**src/sv/i2c_tsr_pkg.sv**
```systemverilog
// Package: pin program table, segment codes and reading formatter for the sensor reader.
`timescale 1ns / 1ps
`default_nettype none
package i2c_tsr_pkg;

	// Segment kinds of the pin program
	typedef logic [2:0] seg_kind_t;
	localparam seg_kind_t SEG_START = 3'd0;
	localparam seg_kind_t SEG_STOP  = 3'd1;
	localparam seg_kind_t SEG_ACK   = 3'd2;
	localparam seg_kind_t SEG_NACK  = 3'd3;
	localparam seg_kind_t SEG_SEND  = 3'd4;
	localparam seg_kind_t SEG_READ  = 3'd5;

	// Byte selectors for send segments
	typedef logic [1:0] byte_sel_t;
	localparam byte_sel_t BYTE_ADDR_WR = 2'd0;
	localparam byte_sel_t BYTE_ADDR_RD = 2'd1;
	localparam byte_sel_t BYTE_CONVERT = 2'd2;
	localparam byte_sel_t BYTE_FETCH   = 2'd3;

	typedef logic [4:0] step_t;
	typedef logic [4:0] sub_t;

	localparam step_t LAST_STEP = 5'd17;
	localparam step_t LOOP_STEP = 5'd6;

	localparam logic [7:0] ADDR_WR_BASE = 8'h90;
	localparam logic [7:0] ADDR_RD_BASE = 8'h91;
	localparam logic [7:0] CMD_CONVERT  = 8'hEE;
	localparam logic [7:0] CMD_FETCH    = 8'hAA;
	localparam logic [7:0] MOST_NEG     = 8'h80;

	localparam logic [5:0] CHAR_PLUS  = 6'd43;
	localparam logic [5:0] CHAR_MINUS = 6'd45;
	localparam logic [5:0] CHAR_ZERO  = 6'd48;

	// Register index of the configuration port
	localparam logic REG_SENSOR_ADDRESS = 1'b0;

	typedef struct packed {
		logic       valid;
		logic [5:0] sign;
		logic [5:0] hund;
		logic [5:0] tens;
		logic [5:0] units;
	} shown_t;

	function automatic seg_kind_t seg_kind(input step_t step);
		seg_kind_t k;
		case (step)
			5'd0, 5'd6, 5'd12: k = SEG_START;
			5'd1, 5'd3, 5'd7, 5'd9, 5'd13: k = SEG_SEND;
			5'd2, 5'd8, 5'd14: k = SEG_ACK;
			5'd4, 5'd10, 5'd16: k = SEG_NACK;
			5'd15: k = SEG_READ;
			default: k = SEG_STOP;
		endcase
		return k;
	endfunction

	function automatic byte_sel_t seg_arg(input step_t step);
		byte_sel_t a;
		case (step)
			5'd3: a = BYTE_CONVERT;
			5'd9: a = BYTE_FETCH;
			5'd13: a = BYTE_ADDR_RD;
			default: a = BYTE_ADDR_WR;
		endcase
		return a;
	endfunction

	// Index of the final sub-step of a segment
	function automatic sub_t seg_last(input seg_kind_t kind);
		sub_t l;
		case (kind)
			SEG_START, SEG_STOP: l = 5'd1;
			SEG_ACK, SEG_NACK:   l = 5'd2;
			SEG_SEND:            l = 5'd16;
			default:             l = 5'd15;
		endcase
		return l;
	endfunction

	// Sign and three digits; every code with the top bit set but the most negative one is negated
	function automatic shown_t format_reading(input logic [7:0] d);
		shown_t     s;
		logic       neg;
		logic [7:0] mag;
		logic       hund;
		logic [6:0] rem;
		logic [14:0] prod;
		logic [3:0] tens;
		logic [3:0] units;
		neg  = d[7] && (d != MOST_NEG);
		mag  = neg ? 8'(~d + 8'd1) : d;
		hund = (mag >= 8'd100);
		rem  = 7'(mag - (hund ? 8'd100 : 8'd0));
		// Divide by ten through the reciprocal 205/2048, exact below 1029
		prod = 15'(rem) * 15'd205;
		tens = prod[14:11];
		units = 4'(rem - 7'(tens) * 7'd10);
		s.valid = 1'b1;
		s.sign  = neg ? CHAR_MINUS : CHAR_PLUS;
		s.hund  = CHAR_ZERO + {5'd0, hund};
		s.tens  = CHAR_ZERO + {2'd0, tens};
		s.units = CHAR_ZERO + {2'd0, units};
		return s;
	endfunction

endpackage
`default_nettype wire

```
**src/sv/i2c_temp_sensor_reader_top.sv**
```systemverilog
// Top level: bit-banged two-wire temperature sensor reader with APB configuration.
//
// Usage: every beat on the slave stream is one tick carrying the sampled data
// line in s_tdata[0]. For each tick the block advances its pin program
// (each sub-step held for HOLD_TICKS ticks) and emits one beat on the master
// stream with the driven clock and data levels and the last reading shown as
// a sign character and three ASCII digits.
// After reset it sends a conversion start once, then loops on the read
// transaction; the shown reading updates at the final stop of each read.
// The result beat of an accepted tick is presented in the next cycle.
// Throughput: one tick per cycle while the receiver does not stall; the pin
// program state and the result register both update in the cycle of acceptance.
// The single output register decouples the sides: a new tick is taken
// whenever the register is empty or its beat is taken in the same cycle.
// When the receiver stalls, the result is held and ticks wait.
// Reset: lines released high, program at its first step, no reading shown,
// sensor_address cleared. The APB register sensor_address (address 0) is
// sampled when an address byte starts to be sent.
`timescale 1ns / 1ps
`default_nettype none
module i2c_temp_sensor_reader_top #(
	parameter int HOLD_TICKS = 1
) (
	input  wire         clk,
	input  wire         arst_n,
	// s_tdata: [0] sda_in, [7:1] zero
	input  wire         s_tvalid,
	output logic        s_tready,
	input  wire  [7:0]  s_tdata,
	// m_tdata: [0] scl_level, [1] sda_level, [2] temp_valid, [8:3] sign_char,
	// [14:9] hundreds_char, [20:15] tens_char, [26:21] units_char, [31:27] zero
	output logic        m_tvalid,
	input  wire         m_tready,
	output logic [31:0] m_tdata,
	input  wire         psel,
	input  wire         penable,
	input  wire         pwrite,
	input  wire  [2:0]  paddr,
	input  wire  [31:0] pwdata,
	output logic [31:0] prdata,
	output logic        pready
);
	import i2c_tsr_pkg::*;

	localparam int HW = (HOLD_TICKS > 1) ? $clog2(HOLD_TICKS) : 1;

	logic [2:0]    addr_q;
	step_t         step_q, step_n;
	sub_t          sub_q, sub_n;
	logic [HW-1:0] hold_q, hold_n;
	logic [7:0]    shift_q, shift_n;
	logic          scl_q, scl_n;
	logic          sda_q, sda_n;
	shown_t        shown_q, shown_n;
	logic          m_valid_q;
	logic [31:0]   m_data_q;
	seg_kind_t     kind;
	byte_sel_t     arg;
	logic          sda_in;
	logic          s_acc;

	// APB register
	assign pready = 1'b1;
	assign prdata = (paddr[2] == REG_SENSOR_ADDRESS) ? {29'd0, addr_q} : 32'd0;

	always_ff @(posedge clk or negedge arst_n) begin
		if (!arst_n) begin
			addr_q <= 3'd0;
		end else if (psel && penable && pwrite && pready
				&& paddr[2] == REG_SENSOR_ADDRESS) begin
			addr_q <= pwdata[2:0];
		end
	end

	assign sda_in   = s_tdata[0];
	assign s_tready = !m_valid_q || m_tready;
	assign s_acc    = s_tvalid && s_tready;

	// Advance the pin program by one tick
	always_comb begin
		kind    = seg_kind(step_q);
		arg     = seg_arg(step_q);
		scl_n   = scl_q;
		sda_n   = sda_q;
		shift_n = shift_q;
		hold_n  = hold_q;
		sub_n   = sub_q;
		step_n  = step_q;
		shown_n = shown_q;
		if (hold_q == '0) begin
			case (kind)
				SEG_START: begin
					scl_n = 1'b1;
					sda_n = (sub_q == 5'd0);
				end
				SEG_STOP: begin
					scl_n = 1'b1;
					sda_n = (sub_q != 5'd0);
				end
				SEG_ACK, SEG_NACK: begin
					sda_n = (kind == SEG_NACK);
					if (sub_q == 5'd1) scl_n = 1'b1;
					else if (sub_q == 5'd2) scl_n = 1'b0;
				end
				SEG_SEND: begin
					if (sub_q == 5'd0) begin
						case (arg)
							BYTE_ADDR_WR: shift_n = ADDR_WR_BASE | {4'd0, addr_q, 1'b0};
							BYTE_ADDR_RD: shift_n = ADDR_RD_BASE | {4'd0, addr_q, 1'b0};
							BYTE_CONVERT: shift_n = CMD_CONVERT;
							default:      shift_n = CMD_FETCH;
						endcase
					end
					if (sub_q[4]) begin
						scl_n = 1'b0;
					end else begin
						sda_n = shift_n[7];
						scl_n = sub_q[0];
					end
				end
				default: begin
					if (sub_q == 5'd0) shift_n = 8'd0;
					sda_n = 1'b1;
					scl_n = sub_q[0];
				end
			endcase
		end
		// End of a held step: shift, then move on
		if (hold_q == HW'(HOLD_TICKS - 1)) begin
			hold_n = '0;
			if ((kind == SEG_SEND || kind == SEG_READ) && !sub_q[4] && sub_q[0]) begin
				shift_n = {shift_n[6:0], (kind == SEG_READ) ? sda_in : 1'b0};
			end
			if (sub_q == seg_last(kind)) begin
				sub_n = 5'd0;
				if (step_q == LAST_STEP) begin
					step_n  = LOOP_STEP;
					shown_n = format_reading(shift_n);
				end else begin
					step_n = step_q + 5'd1;
				end
			end else begin
				sub_n = sub_q + 5'd1;
			end
		end else begin
			hold_n = hold_q + HW'(1);
		end
	end

	// Program state
	always_ff @(posedge clk or negedge arst_n) begin
		if (!arst_n) begin
			step_q  <= 5'd0;
			sub_q   <= 5'd0;
			hold_q  <= '0;
			shift_q <= 8'd0;
			scl_q   <= 1'b1;
			sda_q   <= 1'b1;
			shown_q <= '0;
		end else if (s_acc) begin
			step_q  <= step_n;
			sub_q   <= sub_n;
			hold_q  <= hold_n;
			shift_q <= shift_n;
			scl_q   <= scl_n;
			sda_q   <= sda_n;
			shown_q <= shown_n;
		end
	end

	// Result register
	always_ff @(posedge clk or negedge arst_n) begin
		if (!arst_n) begin
			m_valid_q <= 1'b0;
		end else if (s_acc) begin
			m_valid_q <= 1'b1;
		end else if (m_tready) begin
			m_valid_q <= 1'b0;
		end
	end

	always_ff @(posedge clk) begin
		if (s_acc) begin
			m_data_q <= {5'd0, shown_q.units, shown_q.tens, shown_q.hund, shown_q.sign,
				shown_q.valid, sda_n, scl_n};
		end
	end

	assign m_tvalid = m_valid_q;
	assign m_tdata  = m_data_q;

endmodule
`default_nettype wire

```
**config.mk**
```make
export PLATFORM = sky130hd
export DESIGN_NAME = i2c_temp_sensor_reader_top
export DESIGN_NICKNAME = d
export VERILOG_FILES = /design/src/sv/i2c_tsr_pkg.sv /design/src/sv/i2c_temp_sensor_reader_top.sv
export SDC_FILE = /design/constraint.sdc
export NUM_CORES = 1
export LEC_CHECK = 0
export CORE_ASPECT_RATIO = 1.2
export CORE_MARGIN = 2
export CORE_UTILIZATION = 57
export CTS_BUF_LIST = sky130_fd_sc_hd__clkbuf_8 sky130_fd_sc_hd__clkbuf_16
export CTS_CLUSTER_SIZE = 14
export DETAILED_ROUTE_END_ITERATION = 10
export DONT_BUFFER_PORTS = 1
export GPL_TIMING_DRIVEN = 0
export PLACE_DENSITY = 0.77
export SLEW_MARGIN = 20
export SYNTH_ARGS = -nofsm -noshare
export SYNTH_HDL_FRONTEND = slang
export SYNTH_SLANG_ARGS = --single-unit
```
**constraint.sdc**
```tcl
create_clock -name clk -period 12.8 [get_ports clk]
set_input_delay 2.56 -clock clk [delete_from_list [all_inputs] [get_ports clk]]
set_output_delay 2.56 -clock clk [all_outputs]
set_load 0.02 [all_outputs]
```
# Word-level counts from Yosys, hierarchy flattened
# Memories as Yosys holds them, arrays and structs flattened.
# Index checks and enable logic that the tools add are counted.
# word_totals
memories,1
romBits,96
output_inout_bits,67
elab_cells,96
ff_bits,77
in_bits,50
# memory_table
memory,depth,word_bits,rd,rd_ports_with_merged_regs,wr,line_no,rtl
(name not given),32,3,1,0,0,i2c_tsr_pkg.sv:51,case (step)
# classes
add_sub_neg,9
n_eq_ne,15
mux,29
n_reduce_logical,22
n_lt_le_gt_ge,1
mul,2
bitwise,3
# op_table
op,count
$mux W8,7
$pmux W7 S3,1
$pmux W8 S2,1
$mul A7 B8 Y15 const B,1
$mux W5,3
$pmux W5 S3,1
$add A5 B5 Y6 const A,2
$add A5 B1 Y5 const B,2
$eq A5 B2 Y1 const B,2
$eq A5 B4 Y1 const B,2
$mux W1,10
$add A8 B1 Y8 const B,1
$ge A8 B7 Y1 const B,1
$ne A8 B8 Y1 const B,1
$not A8 Y8,1
$logic_and A1 B1 Y1,7
$mux W7,1
$sub A7 B7 Y7,1
$add A5 B2 Y6 const A,1
$eq A3 B2 Y1 const B,2
$eq A3 B3 Y1 const B,2
$mux W3,2
$pmux W2 S3,1
$eq A5 B1 Y1 const B,1
23 further kinds,27

# Longest topological paths before layout
# Gate-level depths: netlist (run 1).
# logic_depth
depth_word,19
mapped_depth,44
mapped_depth_nobuf,43

# Worst setup path after synthesis (run 1)
# No wires, ideal clock.
# synth_path
path_kind,input to register
start,input s_tdata[0]
end,register shown_q[3] in the netlist's numbering
required_time_ps,12667
setup_time_ps,133
slack_ps,3253
t_arrival_ps,9414
n_path_buf,0
path_stages,37
cell_sequence,nand2_1 nand2_1 nand2_1 ha_1 inv_1 nor2_1 a221o_1 mux2_2 o221ai_4 o2bb2ai_4 inv_1 ha_1 ha_1 nor2b_1 o211ai_1 a211o_1 o221ai_1 xnor2_1 xnor2_1 ha_1 inv_1 fa_1 inv_1 ha_1 ha_1 ha_1 a21o_1 a21o_1 a211o_1 and2_1 a311o_1 xnor2_1 fa_1 xor2_1 xnor2_1 xnor2_1 o21ai_0
# synth_via
elab_chain_cells,13
elab_cells_between_ends,15
classes_between,add/sub: 4; mul: 2; order compare: 1; eq/ne: 1; mux: 5; bitwise: 1; reduce/logical: 1
# synth_lines
item,line_no,rtl
"start, declared",i2c_temp_sensor_reader_top.sv:29,"input wire [7:0] s_tdata,"
$mux W1 (*),i2c_temp_sensor_reader_top.sv:132,"shift_n = {shift_n[6:0], (kind == SEG_READ) ? sda_in : 1'b0};"
$mux W8 (*),i2c_temp_sensor_reader_top.sv:131,if ((kind == SEG_SEND || kind == SEG_READ) && !sub_q[4] && sub_q[0]) begin
$mux W8 (*),i2c_temp_sensor_reader_top.sv:129,if (hold_q == HW'(HOLD_TICKS - 1)) begin
$not A8 Y8 or $ne A8 B8 Y1 (tied branches),"i2c_tsr_pkg.sv:96, i2c_tsr_pkg.sv:95",
$add A8 B1 Y8 or $logic_and A1 B1 Y1 (tied branches),"i2c_tsr_pkg.sv:96, i2c_tsr_pkg.sv:95",
$mux W8 (*),i2c_tsr_pkg.sv:96,mag = neg ? 8'(~d + 8'd1) : d;
$ge A8 B7 Y1,i2c_tsr_pkg.sv:97,hund = (mag >= 8'd100);
$mux W7,i2c_tsr_pkg.sv:98,rem = 7'(mag - (hund ? 8'd100 : 8'd0));
$sub A7 B7 Y7 (*),i2c_tsr_pkg.sv:98,
$mul A7 B8 Y15,i2c_tsr_pkg.sv:100,prod = 15'(rem) * 15'd205;
$mul A4 B3 Y3,i2c_tsr_pkg.sv:102,units = 4'(rem - 7'(tens) * 7'd10);
$sub A4 B4 Y4 (*),i2c_tsr_pkg.sv:102,
$add A5 B5 Y6 (*),i2c_tsr_pkg.sv:107,"s.units = CHAR_ZERO + {2'd0, units};"
"end signal, assigned",i2c_temp_sensor_reader_top.sv:167,shown_q <= shown_n;
"end, declared",i2c_temp_sensor_reader_top.sv:54,"shown_t shown_q, shown_n;"
# Mark *: on every way between the ends. The rest lies on a longest branch, timed or not. The select of a mux whose other input is x is not followed.
# A chain may end at the register's enable or synchronous reset.

# Final worst setup path (run 1)
# Ends and elaborated chain as after synthesis.

==> results of run 1 <==
[metal layers]
layer / vias to the layer above / part of all wire
li1: 1655 / -
met1: 1632 / 0.40
met2: 90 / 0.54
met3: 15 / 0.040
met4: 0 / 0.019
met5: - / 0
[worst max-delay path: cells and delay by family]
family / cells / cell delay (ps)
xor gates and xnor gates: 6 / 1180
adders and majority gates: 10 / 3130
muxes: 1 / 300
and+or+nand+nor: 5 / 590
buffers and inverters: 5 / 340
AOI/OAI and AO/OA: 11 / 2070
[worst min path at each step]
stage | start | endpoint | cells after the start
2_1_floorplan | shown_q[10] | m_tdata[25] | 0
3_3_place_gp | shown_q[10] | m_tdata[25] | 0
3_5_place_dp | shown_q[10] | m_tdata[25] | 0
4_1_cts | shown_q[6] | m_tdata[15] | 0
5_1_grt | shown_q[10] | m_tdata[25] | 0
6_report | shown_q[10] | m_tdata[25] | 0
[cells in the mapped netlist (3+ instances only)]
master    number  area, um2
o22ai_1        3       18.8
o21ai_1        4       20.0
inv_1         35        131
a211o_1        3       26.3
fa_1           9        180
nor2_1        21       78.8
nor3_1         6       30.0
a221o_1        3       30.0
xnor2_1       13        114
and2_1         8       50.1
clkbuf_1       6       22.5
ha_1          48        601
nand3_1        3       15.0
buf_4         49        368
o311ai_2       3       48.8
a31oi_1        8       50.1
a21o_1         3       22.5
mux2i_1        6       60.1
nor2b_1        9       56.3
edfxtp_1      14        420
nand4_1        5       31.3
o311ai_0       3       26.3
mux2_2        11        124
dfrtp_1       34        851
a21oi_1       15       75.1
buf_2          4       20.0
nand2b_1       5       31.3
nand2_1       45        169
o211ai_1       4       30.0
xor2_1         5       43.8
o21ai_0       27        135
[cells by family after synthesis]
family          share of synthesized area
xor+xnor                           0.0351
compound gates                      0.183
buf+inv                             0.127
other cells                       0.00167
fa+ha+maj                           0.174
flops                               0.295
simple gates                        0.134
mux                                0.0505
[final cells by class]
type	count	area, um2
Sequential cell	50	1320
Multi-Input combinational cell	359	2730
Tap cell	92	115
Clock buffer	6	82.6
Inverter	37	139
Buffer	61	433
Fill cell	641	2820
Clock inverter	2	16.3
[per-stage QoR]
| stage | utilization | setup WS [ps] | cells |
|---|---|---|---|
| 2_1_floorplan | - | 3250 | 507 |
| 3_3_place_gp | 0.619 | 2600 | 599 |
| 3_5_place_dp | 0.619 | 2530 | 599 |
| 4_1_cts | 0.632 | 2820 | 607 |
| 5_1_grt | 0.632 | 2390 | 607 |
| 6_report | 0.632 | 2800 | 607 |
[registers in the layout, indices dropped and copies added, names as in the netlist]
signal	cells
m_tdata	14
shown_q	12
shift_q	8
step_q	5
sub_q	5
addr_q	3
m_tvalid	1
scl_q	1
sda_q	1
==> results.json, run 1 <==
{
  "yosys_warnings": 0,
  "post_synth.cell_area_avg_um2": 9.55,
  "post-dp-hpwl_mm": 7.27,
  "timing.critical_path.from": "s_tdata[0]",
  "nNetsFinal": 621,
  "path_clk_slew_ps": 90,
  "firstDrtPassIters": 5,
  "cts.htree.levels": 2,
  "last_element_of_the_critical_path": "shown_q[3]",
  "clock_tree.root_cell": "clkbuf_8",
  "ys_ff_latch": 50,
  "crit-reg2reg-launch": "step_q[0]",
  "synthesis.instances": 470,
  "final_cell_area_excluding_filler_cells_mm2": 0.00484,
  "ys_seq_area_frac": 0.295,
  "clock_tree_from_tritoncts": "built",
  "grtUsageMet1": 0.254,
  "r2r_setup_slack_ps": 3230,
  "worst-endpoint-required_ps": 12990,
  "synth_cell_type_count": 81,
  "postCtsResizedCells": 0,
  "hold_removal_path_class": "reg -> reg",
  "post_route_wl_mm": 9.08,
  "slowest_cell_on_the_critical_path": "fa_1",
  "layout-drive-gt1-share": 0.194,
  "run_status": "finished clean",
  "antenna_cells": 0,
  "clock-sinks": 50,
  "floorplan.core_area_mm2": 0.00766,
  "io-pin-count": 117,
  "post_dp_cell_area_mm2": 0.00474,
  "relSlewSlack": 0.511,
  "end_kind": "flop",
  "grt.overflow.total": 0,
  "grt_start_max_net_pins": 37,
  "most_common_library_cell_in_the_layout_ignoring_fill_and_taps": "buf_4",
  "wl_per_cell_um": 15.0,
  "routed_via_density": 5.59,
  "first_iter_violations": 148,
  "place_congestion": 0.896,
  "rsz0062_at_grt": "no",
  "final_max_slew_viol_count": 0,
  "arrival_ps": 10190,
  "most-common-layout-cells": "buf_4, ha_1, nand2_1",
  "clock_latency_ps": 300,
  "floorplan.die.width_um": 85,
  "global_route_total_usage_across_every_layer": 0.214,
  "synth_flop_type": "dfrtp_1",
  "report.final.setup_viol": 0,
  "met2_grt_util": 0.401,
  "cts-hold-fix-buffers": 0,
  "min_period_over_period": 0.781,
  "initial_antenna_violation_count": 0,
  "ws_path_type": "in -> reg",
  "fp-row-count": 35,
  "chipHeight_um": 101,
  "gr-max-usage-layer": "met2",
  "drt.antenna.violating_nets": 0,
  "place.port_buffers": 0,
  "critical_path_peak_fanout": 7,
  "worstSetupStartpointType": "primary input",
  "rr_endpoint": "shown_q[3]",
  "tightestPinTransition_ps": 724,
  "floorplan.initialDensity": 0.586,
  "fin_tns_setup_ps": 0,
  "cell_type_with_the_highest_occurrence_count_on_the_critical_path": "ha_1",
  "dieArea_mm2": 0.00860,
  "max-cap-violations": 0,
  "postSynth.asyncResetShare": 0.720,
  "synthesis.area_mm2": 0.00449,
  "routed-via-count": 3392,
  "area_growth_pct": 7.86,
  "timing.fmax_mhz": 100,
  "r2r_cells": 42,
  "worst_clock_skew_ps": 8.69,
  "grt_first_pass_wirelength_mm": 15.0,
  "postCtsSetupRepairBufs": 0,
  "synth_edf_count": 14,
  "groute.layer.met3.usage": 0.0285,
  "hold_violations": 0,
  "finalWorstPathRequiredPeriod_ps": 10000,
  "critical_path.max_stage_delay_ps": 530,
  "cts-buffers-inserted": 5,
  "post_route_drc": 0,
  "ctsLongestPathBuffers": 2,
  "whs_ps": 450,
  "grt_pass1_vias": 3280
}
Power of run 1 is not shown: default switching activity piles up to over one toggle a cycle in this logic, so the estimate is an artifact.
==> inputs of run 2 (changes only) <==
- PLACE_DENSITY: 0.77 -> 0.8
- clock period: 12.8 -> 8.25 ns (I/O delays scaled with it)
==> run 2 against run 1 <==
  * The flow now finishes with violations (setup timing)
  * Register-to-register slack worse by 3600 ps
  * Die area unchanged
  * Via count up 9.9%
  * Worst hold slack better by 0.57 ps
  * Core utilization up 9.2 points
  * First-iteration DRC count up 47%
  * Highest routed layer unchanged
  * Global-route usage up 2.6 points
  * Sequential cell count unchanged
  * Clock skew up 3.9 ps
==> results.json, run 2 (synthesized netlist as in run 1, its figures left out) <==
{
  "floorplan.initialDensity": 0.586,
  "failed_checks": "setup timing",
  "final_core_util": 0.723,
  "chipHeight_um": 101,
  "post_route_wl_mm": 10.6,
  "critical_path_peak_fanout": 5,
  "first_iter_violations": 218,
  "arrival_ps": 8810,
  "hold_removal_path_class": "reg -> reg",
  "finalWorstPathRequiredPeriod_ps": 8620,
  "post-dp-hpwl_mm": 7.13,
  "clock_tree_from_tritoncts": "built",
  "antenna_cells": 0,
  "grt.overflow.total": 0,
  "firstDrtPassIters": 5,
  "layout-drive-gt1-share": 0.348,
  "rsz0062_at_grt": "yes",
  "ws_path_type": "reg -> reg",
  "clock-sinks": 50,
  "worst_clock_skew_ps": 12.6,
  "area_growth_pct": 23.5,
  "dieArea_mm2": 0.00860,
  "slowest_cell_on_the_critical_path": "fa_1",
  "final_max_slew_viol_count": 0,
  "hold_violations": 0,
  "post_route_drc": 0,
  "place.port_buffers": 0,
  "tightestPinTransition_ps": 740,
  "global_route_total_usage_across_every_layer": 0.240,
  "worstSetupStartpointType": "flop",
  "clock_tree.root_cell": "clkbuf_8",
  "grt_first_pass_wirelength_mm": 16.8,
  "drt.antenna.violating_nets": 0,
  "report.final.setup_viol": 2,
  "io-pin-count": 117,
  "routed-via-count": 3727,
  "grt_pass1_vias": 3620,
  "wl_per_cell_um": 16.2,
  "cts.htree.levels": 2,
  "floorplan.die.width_um": 85,
  "grt_start_max_net_pins": 37,
  "num-fill-cells": 520,
  "path_clk_slew_ps": 100,
  "clock_latency_ps": 310,
  "max-cap-violations": 0,
  "place_congestion": 0.899,
  "fp-row-count": 35,
  "relSlewSlack": 0.506,
  "routed_via_density": 5.71,
  "min_period_over_period": 1.04,
  "most_common_library_cell_in_the_layout_ignoring_fill_and_taps": "buf_4",
  "timing.fmax_mhz": 116,
  "most-common-layout-cells": "buf_4, nand2_1, conb_1",
  "end_kind": "flop",
  "run_status": "finished with violations",
  "cts-buffers-inserted": 5,
  "critical_path.max_stage_delay_ps": 480,
  "largest_register_ff_count": 14,
  "nNetsFinal": 667,
  "worst-endpoint-required_ps": 8450,
  "r2r_cells": 41,
  "floorplan.core_area_mm2": 0.00766,
  "ctsLongestPathBuffers": 2,
  "worstHoldPathCells": 0,
  "preCtsSetupSlack_ps": -824,
  "setup_slack_ps": -367,
  "initial_antenna_violation_count": 0
}
run 2: cell types whose count changed in the layout (fill, tap and decap cells not counted), moves of 6 or more:
cell and change:
buf_4 +45, ha_1 -16, ha_4 +11, inv_1 -7
inv_2 +6
run 2: layout make-up:
type | instances | area [um2] | area share
sequential | 50 | 1330 | 0.240
multi-input combinational | 359 | 3070 | 0.553
tap | 92 | 115 | 0.0208
timing repair buffer | 46 | 347 | 0.0625
clock inverter | 3 | 42.5 | 0.00767
buffer | 61 | 435 | 0.0786
clock buffer | 5 | 68.8 | 0.0124
inverter | 37 | 141 | 0.0255
run 2: final timing paths:
| kind | startpoint | endpoint | slack, ps |
|---|---|---|---|
| max | step_q[1] | shown_q[3] | -370 |
| min | shown_q[10] | m_tdata[25] | 450 |
| max reg2reg | step_q[1] | shown_q[3] | -370 |
| min reg2reg | shown_q[10] | m_tdata[25] | 450 |
| max in group asynchronous | arst_n | scl_q | 7050 |
| min in group asynchronous | arst_n | addr_q[2] | 1020 |
run 2: metal layers:
| metal | global-route usage | vias to the layer above | wire (um) |
|---|---|---|---|
| li1 | - | 1757 | - |
| met1 | 0.278 | 1785 | 4160 |
| met2 | 0.436 | 143 | 5560 |
| met3 | 0.0383 | 42 | 497 |
| met4 | 0.106 | 0 | 361 |
| met5 | 0 | - | 0 |
run 2: what timing repair did:
action	4_1_cts	5_1_grt
hold endpoints to repair	0	0
endpoints found under the setup margin	6	6
pin swaps	38	25
gates resized for setup	28	25
buffers inserted	38	8
gates cloned	0	0
hold buffers	0	0
run 2: metrics by stage:
stage / cells / cell area, um2 / TNS (ps) / hold slack [ps]
after global routing: 653 / 5540 / -1630 / 468
after global placement: 599 / 4830 / -1380 / 426
after floorplan: 507 / 4710 / -28.6 / 416
after CTS: 645 / 5340 / -430 / 453
final: 653 / 5540 / -546 / 451
after detailed placement: 599 / 4830 / -2070 / 428
run 2: worst max-delay path, delay by kind of cell (launching register included):
family	cells	cell delay, ps
AOI/OAI and AO/OA	13	2580
xor gates and xnor gates	6	1160
adders and majority gates	9	2450
buffers and inverters	6	440
DFF	1	470
muxes	3	770
and+or+nand+nor	4	650
Power of run 2 is left out for the same reason.
==> inputs of run 3 (changes only) <==
- PLACE_DENSITY: 0.8 -> 0.77
- clock period: 8.25 -> 9.5 ns (I/O delays scaled with it)
==> run 3 against run 2 <==
  * The run now ends clean
  * Worst hold slack better by 0.69 ps
  * Final area down 8.4%
  * Sequential cell count unchanged
  * Clock skew down 6.2 ps
  * Global-route usage down 2.6 points
==> results.json, run 3 (synthesized netlist as in run 1, its figures left out) <==
{
  "floorplan.die.width_um": 85,
  "r2r_cells": 41,
  "report.final.setup_viol": 0,
  "io-pin-count": 117,
  "finalWorstPathRequiredPeriod_ps": 9200,
  "grt_pass1_vias": 3280,
  "first_iter_violations": 171,
  "grt_first_pass_wirelength_mm": 15.0,
  "post-dp-hpwl_mm": 7.27,
  "clock_tree_from_tritoncts": "built",
  "worst-endpoint-required_ps": 9680,
  "antenna_cells": 0,
  "critical_path.max_stage_delay_ps": 500,
  "drt.antenna.violating_nets": 0,
  "nNetsFinal": 643,
  "min_period_over_period": 0.969,
  "post_route_wl_mm": 9.47,
  "preCtsSetupSlack_ps": -111,
  "floorplan.core_area_mm2": 0.00766,
  "final_max_slew_viol_count": 0,
  "whs_ps": 452,
  "rr_endpoint": "shown_q[3]",
  "final_core_util": 0.663,
  "path_clk_slew_ps": 90,
  "clock_tree.root_cell": "clkbuf_8",
  "wl_per_cell_um": 15.1,
  "cts-buffers-inserted": 5,
  "most_common_library_cell_in_the_layout_ignoring_fill_and_taps": "buf_4",
  "largest_register_ff_count": 14,
  "chipHeight_um": 101,
  "area_growth_pct": 13.2,
  "clock_latency_ps": 300,
  "ctsLongestPathBuffers": 2,
  "crit-reg2reg-launch": "step_q[1]",
  "grt.overflow.total": 0,
  "place.port_buffers": 0,
  "global_route_total_usage_across_every_layer": 0.214,
  "floorplan.initialDensity": 0.586,
  "hold_removal_path_class": "reg -> reg",
  "timing.hold.worst_endpoint": "m_tdata[25]",
  "most-common-layout-cells": "buf_4, nand2_1, ha_1",
  "routed_via_density": 5.59,
  "cts-hold-fix-buffers": 0,
  "holdCritStartpoint": "shown_q[10]",
  "max-cap-violations": 0,
  "grt_start_max_net_pins": 37,
  "place_congestion": 0.896,
  "setup_slack_ps": 296,
  "critical_path_peak_fanout": 6,
  "initial_antenna_violation_count": 0,
  "clock-sinks": 50,
  "cts.htree.levels": 2,
  "worstSetupStartpointType": "flop",
  "timing.fmax_mhz": 109,
  "relSlewSlack": 0.533,
  "slowest_cell_on_the_critical_path": "fa_1",
  "post_route_drc": 0,
  "layout-drive-gt1-share": 0.253,
  "ws_path_type": "reg -> reg",
  "worst_clock_skew_ps": 6.39,
  "finish.cell_count_without_fillers": 629,
  "dieArea_mm2": 0.00860,
  "end_kind": "flop",
  "worstHoldPathCells": 0,
  "arrival_ps": 9390,
  "run_status": "finished clean",
  "r2r_setup_slack_ps": 300,
  "firstDrtPassIters": 4,
  "dp.cells": 599,
  "hold_violations": 0,
  "routed-via-count": 3516,
  "cell_type_with_the_highest_occurrence_count_on_the_critical_path": "ha_1",
  "fp-row-count": 35,
  "tightestPinTransition_ps": 695
}
## run 3: cell types whose count changed in the layout (fill, tap and decap cells not counted), moves of 3 or more
cell     change
ha_1        +12
ha_4        -11
xnor2_2      -3
xnor2_1      +3
inv_1        +6
buf_4       -23
inv_2        -5
## run 3: critical path, delay by kind of cell, from the launching register on
kind	cells	cell delay, ps
adder cells (fa/ha/maj)	9	2850
AO/OA/AOI/OAI	12	2550
XOR/XNOR	6	1180
AND/OR/NAND/NOR	5	810
multiplexers	3	770
buffers and inverters	6	480
flip-flops	1	450
## run 3: what timing repair did
item,in CTS,in global routing
buffers inserted,0,22
resized for setup,2,19
hold endpoints to repair,0,0
setup endpoints to repair,1,2
pin swaps,0,12
## run 3: metrics by stage
step                      instance area (um2)  setup TNS (ps)
after floorplan                          4630               0
after global placement                   4740           -36.4
after detailed placement                 4740            -111
after CTS                                4840               0
after global routing                     5080            -110
final                                    5080               0
## run 3: worst max-delay path by stage
stage	slack (ps)	from	end	cells after the start
floorplan	610	s_tdata[0]	shown_q[3]	37
global placement	-40	s_tdata[0]	shown_q[3]	37
detailed placement	-110	s_tdata[0]	shown_q[3]	38
CTS	30	step_q[0]	shown_q[3]	42
global route	-110	step_q[0]	shown_q[3]	43
finish	300	step_q[1]	shown_q[3]	41
## run 3: final cells by class
cell class | instances | area (um2)
multi-input combinational | 359 | 2800
fill | 604 | 2580
sequential | 50 | 1330
buffer | 61 | 435
timing repair buffer | 22 | 163
inverter | 37 | 139
tap | 92 | 115
clock buffer | 6 | 82.6
clock inverter | 2 | 16.3
## run 3: metal layers
metal	track usage	part of all wire
met5	0	0
met4	0.0659	0.016
met3	0.0285	0.043
met2	0.401	0.54
met1	0.254	0.40
Power of run 3 is left out for the same reason.
